`config.mk`:
```
export PLATFORM = sky130hd
export DESIGN_NAME = hdlc_stuff_nrzi_tx_framer
export DESIGN_NICKNAME = d
export VERILOG_FILES = /design/src/rtl/hdlc_pkg.sv /design/src/rtl/hdlc_front.sv /design/src/rtl/hdlc_fifo.sv /design/src/rtl/hdlc_back.sv /design/src/rtl/hdlc_stuff_nrzi_tx_framer.sv
export VERILOG_INCLUDE_DIRS = /design/src /design/src/rtl
export SDC_FILE = /design/constraint.sdc
export NUM_CORES = 1
export LEC_CHECK = 0
export ABC_CLOCK_PERIOD_IN_PS = 7270
export BUFFER_PORTS_ARGS = -buffer_cell sky130_fd_sc_hd__buf_2
export CAP_MARGIN = 10
export CORE_UTILIZATION = 55
export DETAILED_ROUTE_END_ITERATION = 12
export PLACE_DENSITY_LB_ADDON = 0.2
export SLEW_MARGIN = 20
export SYNTH_ARGS = -nofsm -noshare
export SYNTH_HDL_FRONTEND = slang
export SYNTH_HIERARCHICAL = 1
export SYNTH_SLANG_ARGS = --single-unit
```
`constraint.sdc`:
```
create_clock -name clk -period 7.27 [get_ports clk]
set_input_delay 1.454 -clock clk [delete_from_list [all_inputs] [get_ports clk]]
set_output_delay 1.454 -clock clk [all_outputs]
set_load 0.005 [all_outputs]
```
`src/rtl/hdlc_stuff_nrzi_tx_framer_macros.svh`:
```
// ----------------------------------------------------------------------------
// HDLC transmit framer assertion macros
// Shared concurrent assertion forms, clocked on clk with rst_n as reset.
// ----------------------------------------------------------------------------
`ifndef HDLC_STUFF_NRZI_TX_FRAMER_MACROS_SVH
`define HDLC_STUFF_NRZI_TX_FRAMER_MACROS_SVH

// consequent must hold in the same cycle as the antecedent
`define HDLC_ASSERT_SAME(lbl, ante, cons, msg) \
    lbl: assert property (@(posedge clk) disable iff (!rst_n) (ante) |-> (cons)) \
        else $error(msg);

// consequent must hold in the cycle after the antecedent
`define HDLC_ASSERT_NEXT(lbl, ante, cons, msg) \
    lbl: assert property (@(posedge clk) disable iff (!rst_n) (ante) |=> (cons)) \
        else $error(msg);

`endif

```
`src/rtl/hdlc_pkg.sv`:
```
// ----------------------------------------------------------------------------
// HDLC transmit framer package
// Shared types and line sequence constants.
// ----------------------------------------------------------------------------
package hdlc_pkg;

    // queue between front and back
    localparam int Q_DEPTH = 2;
    localparam int Q_PTR_W = $clog2(Q_DEPTH);
    localparam int Q_CNT_W = $clog2(Q_DEPTH + 1);

    // preamble: start level, 3 ramp ones, 24 training bits, flag (LSB first)
    localparam int PRE_LEN = 36;
    localparam logic [PRE_LEN-1:0] PRE_SEQ = {8'h7e, 24'h555555, 3'b111, 1'b1};

    // closing: flag MSB first, then 3 ramp-down zeros
    localparam int CLOSE_LEN = 11;
    localparam logic [CLOSE_LEN-1:0] CLOSE_SEQ = {3'b000, 8'h7e};

    localparam logic [2:0] STUFF_AFTER = 3'd5;

    typedef struct packed {
        logic [7:0] data;
        logic       last;
        logic       start;
    } item_t;

    typedef struct packed {
        logic full;
        logic empty;
    } q_status_t;

    typedef enum logic [3:0] {
        S_IDLE  = 4'b0001,
        S_PRE   = 4'b0010,
        S_DATA  = 4'b0100,
        S_CLOSE = 4'b1000
    } phase_t;

endpackage

```
`src/rtl/hdlc_front.sv`:
```
// ----------------------------------------------------------------------------
// HDLC framer front end
// Accepts octets and marks the first octet of each frame.
// ----------------------------------------------------------------------------
module hdlc_front (
    input  logic               clk,
    input  logic               rst_n,
    input  logic               push,
    output logic               full,
    input  logic [7:0]         data_byte,
    input  logic               last_byte,
    input  hdlc_pkg::q_status_t q_status,
    output logic               q_wr,
    output hdlc_pkg::item_t    q_item
);
    import hdlc_pkg::*;

    logic in_frame_reg;
    logic in_frame_next;

    assign full = q_status.full;
    assign q_wr = push && !q_status.full;

    assign q_item.data  = data_byte;
    assign q_item.last  = last_byte;
    assign q_item.start = !in_frame_reg;

    always_comb
    begin
        in_frame_next = in_frame_reg;
        if (q_wr)
        begin
            in_frame_next = !last_byte;
        end
    end

    always_ff @(posedge clk or negedge rst_n)
    begin
        if (!rst_n)
        begin
            in_frame_reg <= 1'b0;
        end
        else
        begin
            in_frame_reg <= in_frame_next;
        end
    end

endmodule

```
`src/rtl/hdlc_fifo.sv`:
```
// ----------------------------------------------------------------------------
// HDLC framer item queue
// Short queue decoupling the front end from the bit serializer.
// ----------------------------------------------------------------------------
module hdlc_fifo (
    input  logic                clk,
    input  logic                rst_n,
    input  logic                wr,
    input  hdlc_pkg::item_t     wr_item,
    input  logic                rd,
    output hdlc_pkg::item_t     rd_item,
    output hdlc_pkg::q_status_t status
);
    import hdlc_pkg::*;

    item_t              mem_reg [Q_DEPTH];
    logic [Q_PTR_W-1:0] wr_ptr_reg;
    logic [Q_PTR_W-1:0] wr_ptr_next;
    logic [Q_PTR_W-1:0] rd_ptr_reg;
    logic [Q_PTR_W-1:0] rd_ptr_next;
    logic [Q_CNT_W-1:0] count_reg;
    logic [Q_CNT_W-1:0] count_next;
    logic               do_wr;
    logic               do_rd;

    assign status.full  = (count_reg == Q_CNT_W'(Q_DEPTH));
    assign status.empty = (count_reg == '0);
    assign do_wr = wr && !status.full;
    assign do_rd = rd && !status.empty;
    assign rd_item = mem_reg[rd_ptr_reg];

    always_comb
    begin
        wr_ptr_next = wr_ptr_reg;
        rd_ptr_next = rd_ptr_reg;
        count_next  = count_reg;
        if (do_wr)
        begin
            wr_ptr_next = (wr_ptr_reg == Q_PTR_W'(Q_DEPTH - 1)) ? '0 : wr_ptr_reg + 1'b1;
        end
        if (do_rd)
        begin
            rd_ptr_next = (rd_ptr_reg == Q_PTR_W'(Q_DEPTH - 1)) ? '0 : rd_ptr_reg + 1'b1;
        end
        case ({do_wr, do_rd})
            2'b10:   count_next = count_reg + 1'b1;
            2'b01:   count_next = count_reg - 1'b1;
            default: count_next = count_reg;
        endcase
    end

    always_ff @(posedge clk or negedge rst_n)
    begin
        if (!rst_n)
        begin
            wr_ptr_reg <= '0;
            rd_ptr_reg <= '0;
            count_reg  <= '0;
        end
        else
        begin
            wr_ptr_reg <= wr_ptr_next;
            rd_ptr_reg <= rd_ptr_next;
            count_reg  <= count_next;
        end
    end

    always_ff @(posedge clk)
    begin
        if (do_wr)
        begin
            mem_reg[wr_ptr_reg] <= wr_item;
        end
    end

endmodule

```
`src/rtl/hdlc_back.sv`:
```
// ----------------------------------------------------------------------------
// HDLC framer back end
// Serializes preamble, stuffed data and closing bits with NRZI coding.
// ----------------------------------------------------------------------------
`include "hdlc_stuff_nrzi_tx_framer_macros.svh"

module hdlc_back (
    input  logic                clk,
    input  logic                rst_n,
    input  hdlc_pkg::q_status_t q_status,
    input  hdlc_pkg::item_t     q_item,
    output logic                q_rd,
    output logic                empty,
    input  logic                pop,
    output logic                line_bit,
    output logic                frame_end
);
    import hdlc_pkg::*;

    phase_t      phase_reg;
    phase_t      phase_next;
    logic [5:0]  idx_reg;
    logic [5:0]  idx_next;
    logic        stuff_reg;
    logic        stuff_next;
    logic [2:0]  ones_reg;
    logic [2:0]  ones_next;
    logic        level_reg;
    logic        level_next;
    logic [7:0]  cur_data_reg;
    logic [7:0]  cur_data_next;
    logic        cur_last_reg;
    logic        cur_last_next;
    logic        out_valid_reg;
    logic        line_bit_reg;
    logic        frame_end_reg;

    logic        step;
    logic        emit;
    logic        raw_bit;
    logic        force_one;
    logic        fend;
    logic        load;
    logic [2:0]  ones_inc;

    assign empty     = !out_valid_reg;
    assign line_bit  = line_bit_reg;
    assign frame_end = frame_end_reg;
    assign step      = !out_valid_reg || pop;
    assign ones_inc  = ones_reg + 3'd1;
    assign level_next = !emit ? level_reg :
                        force_one ? 1'b1 :
                        raw_bit ? level_reg : !level_reg;

    always_comb
    begin
        phase_next    = phase_reg;
        idx_next      = idx_reg;
        stuff_next    = stuff_reg;
        ones_next     = ones_reg;
        cur_data_next = cur_data_reg;
        cur_last_next = cur_last_reg;
        emit          = 1'b0;
        raw_bit       = 1'b1;
        force_one     = 1'b0;
        fend          = 1'b0;
        load          = 1'b0;
        q_rd          = 1'b0;

        if (step)
        begin
            unique case (phase_reg)
                S_IDLE:
                begin
                    load = 1'b1;
                end
                S_PRE:
                begin
                    emit      = 1'b1;
                    raw_bit   = PRE_SEQ[idx_reg];
                    force_one = (idx_reg == '0);
                    if (idx_reg == 6'(PRE_LEN - 1))
                    begin
                        phase_next = S_DATA;
                        idx_next   = '0;
                    end
                    else
                    begin
                        idx_next = idx_reg + 6'd1;
                    end
                end
                S_DATA:
                begin
                    emit = 1'b1;
                    if (stuff_reg)
                    begin
                        raw_bit    = 1'b0;
                        stuff_next = 1'b0;
                        if (idx_reg == 6'd8)
                        begin
                            load = !cur_last_reg;
                            if (cur_last_reg)
                            begin
                                phase_next = S_CLOSE;
                                idx_next   = '0;
                            end
                        end
                    end
                    else
                    begin
                        raw_bit  = cur_data_reg[idx_reg[2:0]];
                        idx_next = idx_reg + 6'd1;
                        if (raw_bit)
                        begin
                            if (ones_inc == STUFF_AFTER)
                            begin
                                ones_next  = '0;
                                stuff_next = 1'b1;
                            end
                            else
                            begin
                                ones_next = ones_inc;
                            end
                        end
                        else
                        begin
                            ones_next = '0;
                        end
                        // last data bit with no stuffed zero pending
                        if (idx_reg == 6'd7 && !(raw_bit && ones_inc == STUFF_AFTER))
                        begin
                            load = !cur_last_reg;
                            if (cur_last_reg)
                            begin
                                phase_next = S_CLOSE;
                                idx_next   = '0;
                            end
                        end
                    end
                end
                S_CLOSE:
                begin
                    emit    = 1'b1;
                    raw_bit = CLOSE_SEQ[idx_reg[3:0]];
                    if (idx_reg == 6'(CLOSE_LEN - 1))
                    begin
                        fend      = 1'b1;
                        ones_next = '0;
                        load      = 1'b1;
                    end
                    else
                    begin
                        idx_next = idx_reg + 6'd1;
                    end
                end
                default:
                begin
                    phase_next = S_IDLE;
                end
            endcase

            if (load)
            begin
                if (!q_status.empty)
                begin
                    q_rd          = 1'b1;
                    cur_data_next = q_item.data;
                    cur_last_next = q_item.last;
                    idx_next      = '0;
                    stuff_next    = 1'b0;
                    if (q_item.start)
                    begin
                        phase_next = S_PRE;
                        ones_next  = '0;
                    end
                    else
                    begin
                        phase_next = S_DATA;
                    end
                end
                else
                begin
                    phase_next = S_IDLE;
                end
            end
        end
    end

    always_ff @(posedge clk or negedge rst_n)
    begin
        if (!rst_n)
        begin
            phase_reg     <= S_IDLE;
            idx_reg       <= '0;
            stuff_reg     <= 1'b0;
            ones_reg      <= '0;
            level_reg     <= 1'b1;
            out_valid_reg <= 1'b0;
        end
        else
        begin
            phase_reg <= phase_next;
            idx_reg   <= idx_next;
            stuff_reg <= stuff_next;
            ones_reg  <= ones_next;
            level_reg <= level_next;
            if (step)
            begin
                out_valid_reg <= emit;
            end
        end
    end

    always_ff @(posedge clk)
    begin
        cur_data_reg <= cur_data_next;
        cur_last_reg <= cur_last_next;
        if (step)
        begin
            line_bit_reg  <= level_next;
            frame_end_reg <= fend;
        end
    end

    `HDLC_ASSERT_SAME(a_ones_below_stuff, 1'b1, ones_reg < STUFF_AFTER, "ones run reached stuff limit")
    `HDLC_ASSERT_SAME(a_stuff_in_data, stuff_reg, phase_reg == S_DATA, "stuff pending outside data")
    `HDLC_ASSERT_NEXT(a_start_level, step && phase_reg == S_PRE && idx_reg == '0, line_bit_reg, "start level not one")
    `HDLC_ASSERT_NEXT(a_stuff_toggles, step && phase_reg == S_DATA && stuff_reg, line_bit_reg != $past(level_reg), "stuffed zero did not toggle")
    `HDLC_ASSERT_SAME(a_rd_nonempty, q_rd, !q_status.empty, "queue read while empty")

endmodule

```
`src/rtl/hdlc_stuff_nrzi_tx_framer.sv`:
```
// ----------------------------------------------------------------------------
// HDLC transmit framer with bit stuffing and NRZI coding
// Top level: front end, item queue and bit serializer.
// ----------------------------------------------------------------------------
// The framer emits one line bit per transaction on the result side, at up to
// one per cycle. A data octet costs 8 to 10 bit times (8 bits plus a stuffed
// zero after every fifth consecutive one); the first octet of a frame adds 36
// preamble bits and the last adds 11 closing bits, the final one flagged by
// frame_end. The rate is set by the serializer, which produces one bit per
// cycle into its output register while pop does not hold it back; a step
// that picks up an octet after running dry emits no bit. A two-entry queue
// lets octets be pushed while the serializer is still working on earlier ones.
module hdlc_stuff_nrzi_tx_framer (
    input  logic       clk,
    input  logic       rst_n,
    input  logic       push,
    output logic       full,
    input  logic [7:0] data_byte,
    input  logic       last_byte,
    output logic       empty,
    input  logic       pop,
    output logic       line_bit,
    output logic       frame_end
);
    import hdlc_pkg::*;

    q_status_t q_status;
    item_t     wr_item;
    item_t     rd_item;
    logic      q_wr;
    logic      q_rd;

    hdlc_front u_front (
        .clk       (clk),
        .rst_n     (rst_n),
        .push      (push),
        .full      (full),
        .data_byte (data_byte),
        .last_byte (last_byte),
        .q_status  (q_status),
        .q_wr      (q_wr),
        .q_item    (wr_item)
    );

    hdlc_fifo u_fifo (
        .clk     (clk),
        .rst_n   (rst_n),
        .wr      (q_wr),
        .wr_item (wr_item),
        .rd      (q_rd),
        .rd_item (rd_item),
        .status  (q_status)
    );

    hdlc_back u_back (
        .clk       (clk),
        .rst_n     (rst_n),
        .q_status  (q_status),
        .q_item    (rd_item),
        .q_rd      (q_rd),
        .empty     (empty),
        .pop       (pop),
        .line_bit  (line_bit),
        .frame_end (frame_end)
    );

endmodule

```
=== After elaboration in Yosys (flattened, before gate mapping) ===
Memory sizes are Yosys's and may differ from the RTL's.
Index checks and enable logic that the tools add are counted.

* Bits in registers: 32
* Latch bits: 0
* Memory bits (writable): 20
* ROM bits: 80
* Logic and storage cells: 125
* Memories kept: 3

* Add/subtract/negate cells: 6
* $mul: 0
* Divide/modulo/power cells: 0
* Magnitude comparators: 3
* Eq/ne operators: 16
* Shifts and indexed selects: 0
* Mux-type cells: 61
* Bitwise gates (word level): 1
* Reductions and logical operators: 21

{| class="wikitable"
|+ Memory list
! memory !! words !! width !! read ports !! clocked after Yosys merged registers in !! write ports !! RTL line !! RTL
|-
| (no name shown) || 64 || 1 || 1 || 0 || 0 || hdlc_back.sv:80 || <nowiki>raw_bit = PRE_SEQ[idx_reg];</nowiki>
|-
| u_fifo.mem_reg || 2 || 10 || 1 || 0 || 1 || hdlc_fifo.sv:16 || <nowiki>item_t mem_reg [Q_DEPTH];</nowiki>
|-
| (no name shown) || 16 || 1 || 1 || 0 || 0 || hdlc_back.sv:144 || <nowiki>raw_bit = CLOSE_SEQ[idx_reg[3:0]];</nowiki>
|}

{| class="wikitable"
|+ Operators with widths
! cell !! number
|-
| 2-to-1 mux 6 bit || 9
|-
| 2-to-1 mux 1 bit || 30
|-
| 2-to-1 mux 3 bit || 9
|-
| 2-to-1 mux 4 bit || 6
|-
| case mux 6 bit (3 select lines) || 1
|-
| equality test 6 x 4 -> 1 bit, second input constant || 2
|-
| case mux 4 bit (3 select lines) || 1
|-
| zero test 1 bit || 8
|-
| less-than comparator 6 x 7 -> 1 bit, second input constant || 1
|-
| adder 6 x 1 -> 6 bit, second input constant || 1
|-
| equality test 6 x 3 -> 1 bit, second input constant || 1
|-
| equality test 6 bit, second input constant || 1
|-
| zero test 6 bit || 1
|-
| case mux 1 bit (3 select lines) || 2
|-
| case mux 3 bit (2 select lines) || 1
|-
| logical AND 1 bit || 5
|-
| less-than comparator 4 x 5 -> 1 bit, second input constant || 1
|-
| AND reduction 5 bit || 1
|-
| equality test 2 bit, second input constant || 2
|-
| equality test 4 x 1 -> 1 bit, second input constant || 1
|-
| equality test 4 x 2 -> 1 bit, second input constant || 1
|-
| equality test 4 x 3 -> 1 bit, second input constant || 1
|-
| equality test 4 bit, second input constant || 1
|-
| less-than comparator 3 x 4 -> 1 bit, second input constant || 1
|-
| other kinds (19) || 20
|}

=== Longest topological paths before layout ===
Gate-level depths: netlist (run 1).

* Depth after elaboration: 14
* Depth in mapped cells: 13

=== Cells and area by module ===
The synthesis (run 1) kept the hierarchy.

{| class="wikitable"
|+ Modules (own cells, without submodules)
! module !! instances !! cells each !! area an instance (um2) !! sequential area each (um2)
|-
| hdlc_back || 1 || 180 || 1715.4 || 733.2
|-
| hdlc_fifo || 1 || 49 || 917.1 || 700.7
|-
| hdlc_front || 1 || 14 || 127.6 || 25.0
|}

=== Least setup slack after synthesis (run 1) ===
No wires, ideal clock.

* Path type: input port to flip-flop
* Start: in pop
* End: reg u_fifo.count_reg[1]
* Data arrival time: 2895 ps
* Path slack: 4296 ps
* Stages on the path: 7
* Buffers on the path: 1
* Path through: nor2_1 -> clkbuf_1 -> nor2_1 -> nor2b_2 -> ha_1 -> nor2_1 -> xor2_1

* Longest elaborated chain between the ends: 5
* Elaborated cells on any way between the ends: 7

{| class="wikitable"
|+ RTL lines
! item !! RTL line !! RTL
|-
| start, declared || hdlc_stuff_nrzi_tx_framer.sv:21 || <nowiki>input logic pop,</nowiki>
|-
| logical OR 1 bit * || hdlc_back.sv:49 || <nowiki>assign step = !out_valid_reg || pop;</nowiki>
|-
| 2-to-1 mux 1 bit * || hdlc_back.sv:70 || <nowiki>if (step)</nowiki>
|-
| via q_rd || hdlc_stuff_nrzi_tx_framer.sv:31 || <nowiki>logic q_rd;</nowiki>
|-
| logical AND 1 bit * || hdlc_fifo.sv:29 || <nowiki>assign do_rd = rd && !status.empty;</nowiki>
|-
| via u_fifo.do_rd || hdlc_fifo.sv:24 || <nowiki>logic do_rd;</nowiki>
|-
| equality test 2 x 1 -> 1 bit or equality test 2 bit (tied branches) || hdlc_fifo.sv:45 || <nowiki>case ({do_wr, do_rd})</nowiki>
|-
| case mux 2 bit (2 select lines) or nonzero test 2 bit (tied branches) || n/a ||
|-
| end signal, assigned || hdlc_fifo.sv:64 || <nowiki>count_reg <= count_next;</nowiki>
|-
| end, declared || hdlc_fifo.sv:21 || <nowiki>logic [Q_CNT_W-1:0] count_reg;</nowiki>
|}

The timed path passes the listed nets; every way through them passes the cells marked *.
A chain may end at the register's enable or synchronous reset.

=== Final worst setup path (run 1) ===
* Start: reg u_back.idx_reg[0]
* End: reg u_fifo.count_reg[1]

* Longest elaborated chain between the ends: 14
* Elaborated cells on any way between the ends: 21

{| class="wikitable"
|+ RTL lines
! item !! RTL line !! RTL
|-
| start, declared || hdlc_back.sv:22 || <nowiki>logic [5:0] idx_reg;</nowiki>
|-
| start signal, assigned || hdlc_back.sv:203 || <nowiki>idx_reg <= idx_next;</nowiki>
|-
| binary-select mux 1 bit (select 3 bit) || hdlc_back.sv:111 || <nowiki>raw_bit = cur_data_reg[idx_reg[2:0]];</nowiki>
|-
| 2-to-1 mux 1 bit (implied by the code) || hdlc_back.sv:111 ||
|-
| logical AND 1 bit || hdlc_back.sv:130 || <nowiki>if (idx_reg == 6'd7 && !(raw_bit && ones_inc == STUFF_AFTER))</nowiki>
|-
| zero test 1 bit || hdlc_back.sv:130 ||
|-
| logical AND 1 bit || hdlc_back.sv:130 ||
|-
| 2-to-1 mux 1 bit || hdlc_back.sv:130 ||
|-
| 2-to-1 mux 1 bit || hdlc_back.sv:95 || <nowiki>if (stuff_reg)</nowiki>
|-
| case mux 1 bit (3 select lines) * || hdlc_back.sv:72 || <nowiki>unique case (phase_reg)</nowiki>
|-
| 2-to-1 mux 1 bit * || hdlc_back.sv:70 ||
|-
| 2-to-1 mux 1 bit * || hdlc_back.sv:162 || <nowiki>if (load)</nowiki>
|-
| 2-to-1 mux 1 bit * || hdlc_back.sv:70 ||
|-
| via q_rd || hdlc_stuff_nrzi_tx_framer.sv:31 ||
|-
| logical AND 1 bit * || hdlc_fifo.sv:29 ||
|-
| via u_fifo.do_rd || hdlc_fifo.sv:24 ||
|-
| equality test 2 x 1 -> 1 bit or equality test 2 bit (tied branches) || hdlc_fifo.sv:45 ||
|-
| case mux 2 bit (2 select lines) or nonzero test 2 bit (tied branches) || n/a ||
|}

The timed path passes the listed nets; every way through them passes the cells marked *. The select of a mux whose other input is x is not followed.

==> metrics, run 1 <==
worst hold slack=0.501 ns; crit path kind=reg -> reg; Sw Share=0.364; Detailed Routing Iterations Pass 1=4; async set or reset register ratio after synthesis=0.404; Finished Layout Cells=around 320; Synth warnings=6; Psw=0.000393 W; first-pass GRT wire length=around 8.0 mm; Area Overhead vs Synth=5.08%; XOR/XNOR Fraction of Synth Area=0.0254; Synth cell types=58; die area=5310 um^2; mux share of post-synthesis cell area=0.0730; Crit Path Max Fanout=12; Seq/Total Area, Yosys=0.529; drc violations=0; Post-synth EDFFs=31; Max-cap violations=0; CP startpoint kind=register; Final Cell Area=2900 um^2; outcome=finished, final reports clean; Seq pwr share=0.475; grt ovf=0; Synth Instances=roughly 240; period utilization=0.415; CTS clk-pin slew, worst paths=roughly 0.1 ns; maximum vdd drop=0.174 mV; Final Max Slew Viols=0; setup tns final=0 ns; Max Freq=331 MHz; Hold Crit Depth=1; Reg2Reg Depth=10; port bufs=16; CP required=7.50 ns; Num CTS Buffers=5; layout cells sized above 1=0.217; final net count=267; WL final=4.71 mm; Logic pwr share=0.369; Power Internal=a little under 0.0007 W; Lkg Pwr=1.12 nW; crit-path cells=inv_1, ha_1, and3_1, a41o_1, a22oi_2, nor2_1, nor2b_2, ha_1, nor2_1, xor2_1; simple-gate portion of the synthesized area=0.161; Starting Density=0.577; CTS tree=yes; IO Count=17; Synth Area in Compound Gates=0.116; Mapped Nets=262; clock latency at the later pin of the worst-skew pair=between 0.3 and 0.4 ns; largest net degree at the start of global routing=22; worst slew pin tran=0.861 ns; Routed Antenna Nets=0; Cells after DPL=308; Setup Buffers After CTS=0; Worst path top cell family by delay=compound AO/OA/AOI/OAI gates; Hold Vio Cnt, Final=0; largest family of logic cells by synthesized area=simple AND/OR/NAND/NOR gates; clk buf depth=2; PwrDens=373 nW/um^2; Die Ht=72.8 um; routed length per instance=14.9 um; max reg flops=20; All-Layer GR Usage=0.201; Setup-failing EPs final=0; via count=between 1500 and 2000; H-tree Lvls=2; initial antenna violation count=0; Root Buffer=clkbuf_8; minimum clock period=3.02 ns; Crit path depth=10; Synth Flop Type=edfxtp_1; # resized after CTS=0; WP buf/inv=1; initial DRC count=roughly 160; class of the worst hold path=reg -> reg; synthesized area=2760 um^2; Placer Congestion=0.930; Die Width=between 70 and 80 um; Critical Path AT=3.25 ns; syn avg cell area=11.4 um^2; CTS hold repair buffers=0; clk sinks=52; vias in the first global route=~1800; Area after DPL=2810 um^2; post-synthesis adder-cell area fraction=0.0272; post-DR vias/cell=5.73; clock share of power=0.155; peak per-stage delay on the critical path=0.62 ns; # rows=25; Worst slew margin=0.424; Worst path slowest cell=dfrtp_1; Yosys reg bits=52; n_diodes=0; CP Capture Type=register; skew final=0.00785 ns; hpwl dp=3.39 mm; RSZ-0062 raised after global routing=no; core area=around 4800 um^2
[cells in the mapped netlist, types with 5 or more instances]
library cell | instances | area share
xnor2_1 | 5 | 0.016
nor2_1 | 15 | 0.020
ha_1 | 6 | 0.027
nor2b_1 | 5 | 0.011
mux2_2 | 13 | 0.053
a21oi_1 | 13 | 0.024
o21ai_0 | 6 | 0.011
nand3_1 | 11 | 0.020
edfxtp_1 | 31 | 0.34
dfrtp_1 | 19 | 0.17
nor3_1 | 6 | 0.011
buf_4 | 13 | 0.035
inv_1 | 16 | 0.022
nand2_1 | 13 | 0.018
[cell type report]
type,instances,area (um^2)
Fill cell,396,1890
Clock buffer,5,68.8
Tap cell,67,83.8
Clock inverter,3,25.0
Multi-Input combinational cell,155,1110
Timing Repair Buffer,17,87.6
Inverter,17,63.8
Sequential cell,52,1460
[layout by cell type (no fill, tap or decap), types with 11 or more instances in the layout]
master and n:
edfxtp_1 31, nor2_1 15, buf_2 16, nand3_1 11, inv_1 16, nand2_1 13
dfrtp_1 19, a21oi_1 13, mux2_2 13
[cell families after synthesis]
group / after synthesis
AOI/OAI and AO/OA: 46
xor gates and xnor gates: 8
adders and majority gates: 6
buffers and inverters: 36
DFF: 52
muxes: 18
and+or+nand+nor: 77
[per-layer routing]
metal  GRT usage  wire length (um)
met1       0.255              2110
met2       0.336              2310
met3      0.0428               206
met4      0.0806                87
met5           0                 0
[power groups by stage]
stage / combinational, W / sequential, W / clock (W)
after detailed placement: 0.000398 / 0.000520 / 0
after global placement: 0.000388 / 0.000517 / 0
after CTS: 0.000398 / 0.000513 / 0.000173
after global routing: 0.000442 / 0.000529 / 0.000184
final: 0.000399 / 0.000514 / 0.000168
after floorplan: 0.000355 / 0.000478 / 0
[metrics by stage]
step           total power (W)  setup slack [ns]   util
2_1_floorplan         0.000834              4.30      -
3_3_place_gp          0.000905              4.19  0.586
3_5_place_dp          0.000918              4.22  0.586
4_1_cts                0.00108              4.30  0.606
5_1_grt                0.00115              4.02  0.606
6_report               0.00108              4.25  0.606
[path summary, 6_finish.rpt]
kind | start | to | slack [ns]
hold / removal | u_fifo/wr_ptr_reg | u_fifo/wr_ptr_reg | 0.50
max in group asynchronous | rst_n | u_back/phase_reg[0] | 5.82
setup / recovery | u_back/idx_reg[0] | u_fifo/count_reg[1] | 4.25
setup reg to reg | u_back/idx_reg[0] | u_fifo/count_reg[1] | 4.25
hold reg to reg | u_fifo/wr_ptr_reg | u_fifo/wr_ptr_reg | 0.50
min in group asynchronous | rst_n | u_back/ones_reg[2] | 1.09
Power figures use the tool's default switching activity.
==> run 2: changes to the inputs <==
ABC_CLOCK_PERIOD_IN_PS = 2500   (was 7270)
CORE_UTILIZATION = 54   (was 55)
clock period = 2.5 ns   (was 7.27 ns; I/O delays follow)
==> run 2 against run 1 <==
Total power grew to 3.0 times the previous value. Final cell count rose by 3.5%. Combinational power rose to 3.2 times the previous value. First-iteration DRC count is 1.9% higher. Utilization is 2.2 points higher. Clock-buffer cell count stayed put. Maximum frequency grew 28%. Register-to-register slack worse by 4.1 ns. Setup slack lost 4.1 ns. Hold slack got worse by 0.35 ns. Global-route usage up 0.088 points. Critical path type unchanged. Largest power group unchanged. Highest routed layer unchanged.
==> metrics, run 2 (synthesis results as in run 1) <==
R2R setup slack=0.15 ns (-4.10 ns); RSZ-0062 raised after global routing=no; Finished Layout Cells=327 (+3.5%); Max Freq=425 MHz (+28%); clk sinks=52 (unchanged); routed length per instance=14.9 um (-0.43%); CTS tree=yes; port bufs=16 (unchanged); layout cells sized above 1=0.277 (+0.0601); Routed Antenna Nets=0 (unchanged); Reg2Reg Depth=9 (-1); Max-cap violations=0 (unchanged); grt ovf=0 (unchanged); Critical Path AT=2.58 ns (-0.67 ns); leading cell type in the layout, fill and taps excluded=edfxtp_1; reg-to-reg startpoint=u_back/phase_reg[0]; Setup-failing EPs final=0 (unchanged); largest net degree at the start of global routing=22 (unchanged); Placer Congestion=0.953 (+2.5%); skew final=0.0137 ns (+0.00587 ns); hpwl dp=3.54 mm (+4.4%); Crit Path Max Fanout=8 (-4); max reg flops=20 (unchanged); vias in the first global route=1758 (+0.40%); initial antenna violation count=0 (unchanged); Worst slew margin=0.666 (+0.242); worst slew pin tran=0.489 ns (-0.372 ns); die area=5400 um^2 (+1.8%); drc violations=0 (unchanged); final net count=278 (+4.1%); crit path kind=reg -> reg; Starting Density=0.573 (-0.00375); Detailed Routing Iterations Pass 1=4 (unchanged); clock latency at the later pin of the worst-skew pair=0.30 ns (about the same); PwrDens=1080 nW/um^2 (+190%); H-tree Lvls=2 (unchanged); period utilization=0.942 (+0.526); Area Overhead vs Synth=9.56%; via count=1863 (+2.8%); CTS clk-pin slew, worst paths=0.10 ns (about the same); CP required=2.73 ns (-4.77 ns); CP Capture Type=register; CTS hold repair buffers=0 (unchanged); IO Count=17 (unchanged); minimum clock period=2.35 ns (-0.666 ns); # rows=25 (unchanged); CP startpoint kind=register; pre-CTS setup slack=0.0553 ns (-4.16 ns); first-pass GRT wire length=8.06 mm (+1.2%); maximum vdd drop=0.626 mV (+260%); Lkg Pwr=1.18 nW (+4.9%); Hold Vio Cnt, Final=0 (unchanged); initial DRC count=158 (+1.9%); core area=4820 um^2 (+0.65%); setup tns final=0 ns (unchanged); Num CTS Buffers=5 (unchanged); class of the worst hold path=in -> async; most frequent cells in the layout=31 x edfxtp_1, 16 x buf_2, 16 x inv_1, 16 x dfrtp_1, 14 x nor2_1; Crit Reg-Reg Endpoint=u_fifo/count_reg[1]; Root Buffer=clkbuf_8; Final Util=0.628 (+0.0218); clk buf depth=2 (unchanged); Die Width=73.5 um (+0.90%); WL final=4.86 mm (+3.0%); All-Layer GR Usage=0.202 (+0.000878); n_diodes=0 (unchanged); Cells after DPL=318 (+3.2%); Final Max Slew Viols=0 (unchanged); outcome=finished, final reports clean; Die Ht=73.5 um (+0.90%); Worst Setup Slack, final=0.145 ns (-4.10 ns); post-DR vias/cell=5.70 (-0.64%); fill cell count=395 (-0.25%)
run 2: cell count changes in the layout (fill, tap and decap cells not counted), moves of 2 or more:
| cell | change |
|---|---|
| nor4b_2 | -2 |
| dfrtp_2 | +3 |
| nor4b_4 | +2 |
| dfrtp_1 | -3 |
| buf_4 | +11 |
| inv_6 | -2 |
run 2: report_power, final:
group / switching (W) / internal [W]
logic: 0.000682 / 0.000611
registers: 0.000212 / 0.00126
clock network: 0.000281 / 0.000206
run 2: routing by layer:
metal	vias to the layer above	GRT usage	part of all wire
met4	0	0.0791	0.014
li1	910	-	-
met2	51	0.337	0.51
met5	-	0	0
met3	6	0.0480	0.048
met1	896	0.253	0.43
run 2: layout make-up:
cell class	count	area, um^2	share of cell area
tap	67	83.8	0.0277
sequential	52	1460	0.484
inverter	17	63.8	0.0211
clock inverter	3	27.5	0.00910
multi-input combinational	155	1150	0.379
timing repair buffer	28	170	0.0563
clock buffer	5	68.8	0.0228
run 2: worst max path at each step:
stage                   startpoint                      to  slack [ns]  depth (start not counted)
3_5_place_dp   u_back/phase_reg[2]     u_fifo/count_reg[1]        0.06                          9
4_1_cts        u_back/phase_reg[1]     u_fifo/count_reg[1]        0.03                          9
2_1_floorplan    u_back/idx_reg[1]  u_back/cur_data_reg[0]        0.02                          7
3_3_place_gp   u_back/phase_reg[1]     u_fifo/count_reg[1]        0.19                          9
6_report       u_back/phase_reg[0]     u_fifo/count_reg[1]        0.15                          9
5_1_grt          u_back/idx_reg[4]     u_fifo/count_reg[1]       0.006                         10
run 2: critical path: stages (launching register included):
cell,delay (ns)
dfstp_2,0.66
nor4b_4,0.09
a41o_1,0.25
a41o_1,0.24
a22oi_2,0.20
nor2_1,0.05
nor2b_2,0.17
ha_1,0.34
nor2_2,0.13
xor2_1,0.15
run 2: per-stage QoR:
| stage | area, um^2 | total power, W | hold slack (ns) |
|---|---|---|---|
| after floorplan | 2760 | 0.00242 | 0.204 |
| after global placement | 2880 | 0.00270 | 0.485 |
| after detailed placement | 2880 | 0.00273 | 0.486 |
| after CTS | 2980 | 0.00323 | 0.161 |
| after global routing | 3020 | 0.00347 | 0.185 |
| final | 3020 | 0.00325 | 0.150 |
run 2: repair_timing:
| item | CTS | global route |
|---|---|---|
| setup buffers | 0 | 1 |
| gates resized for setup | 0 | 9 |
| setup endpoints to repair | 0 | 11 |
| endpoints found under the hold margin | 0 | 0 |
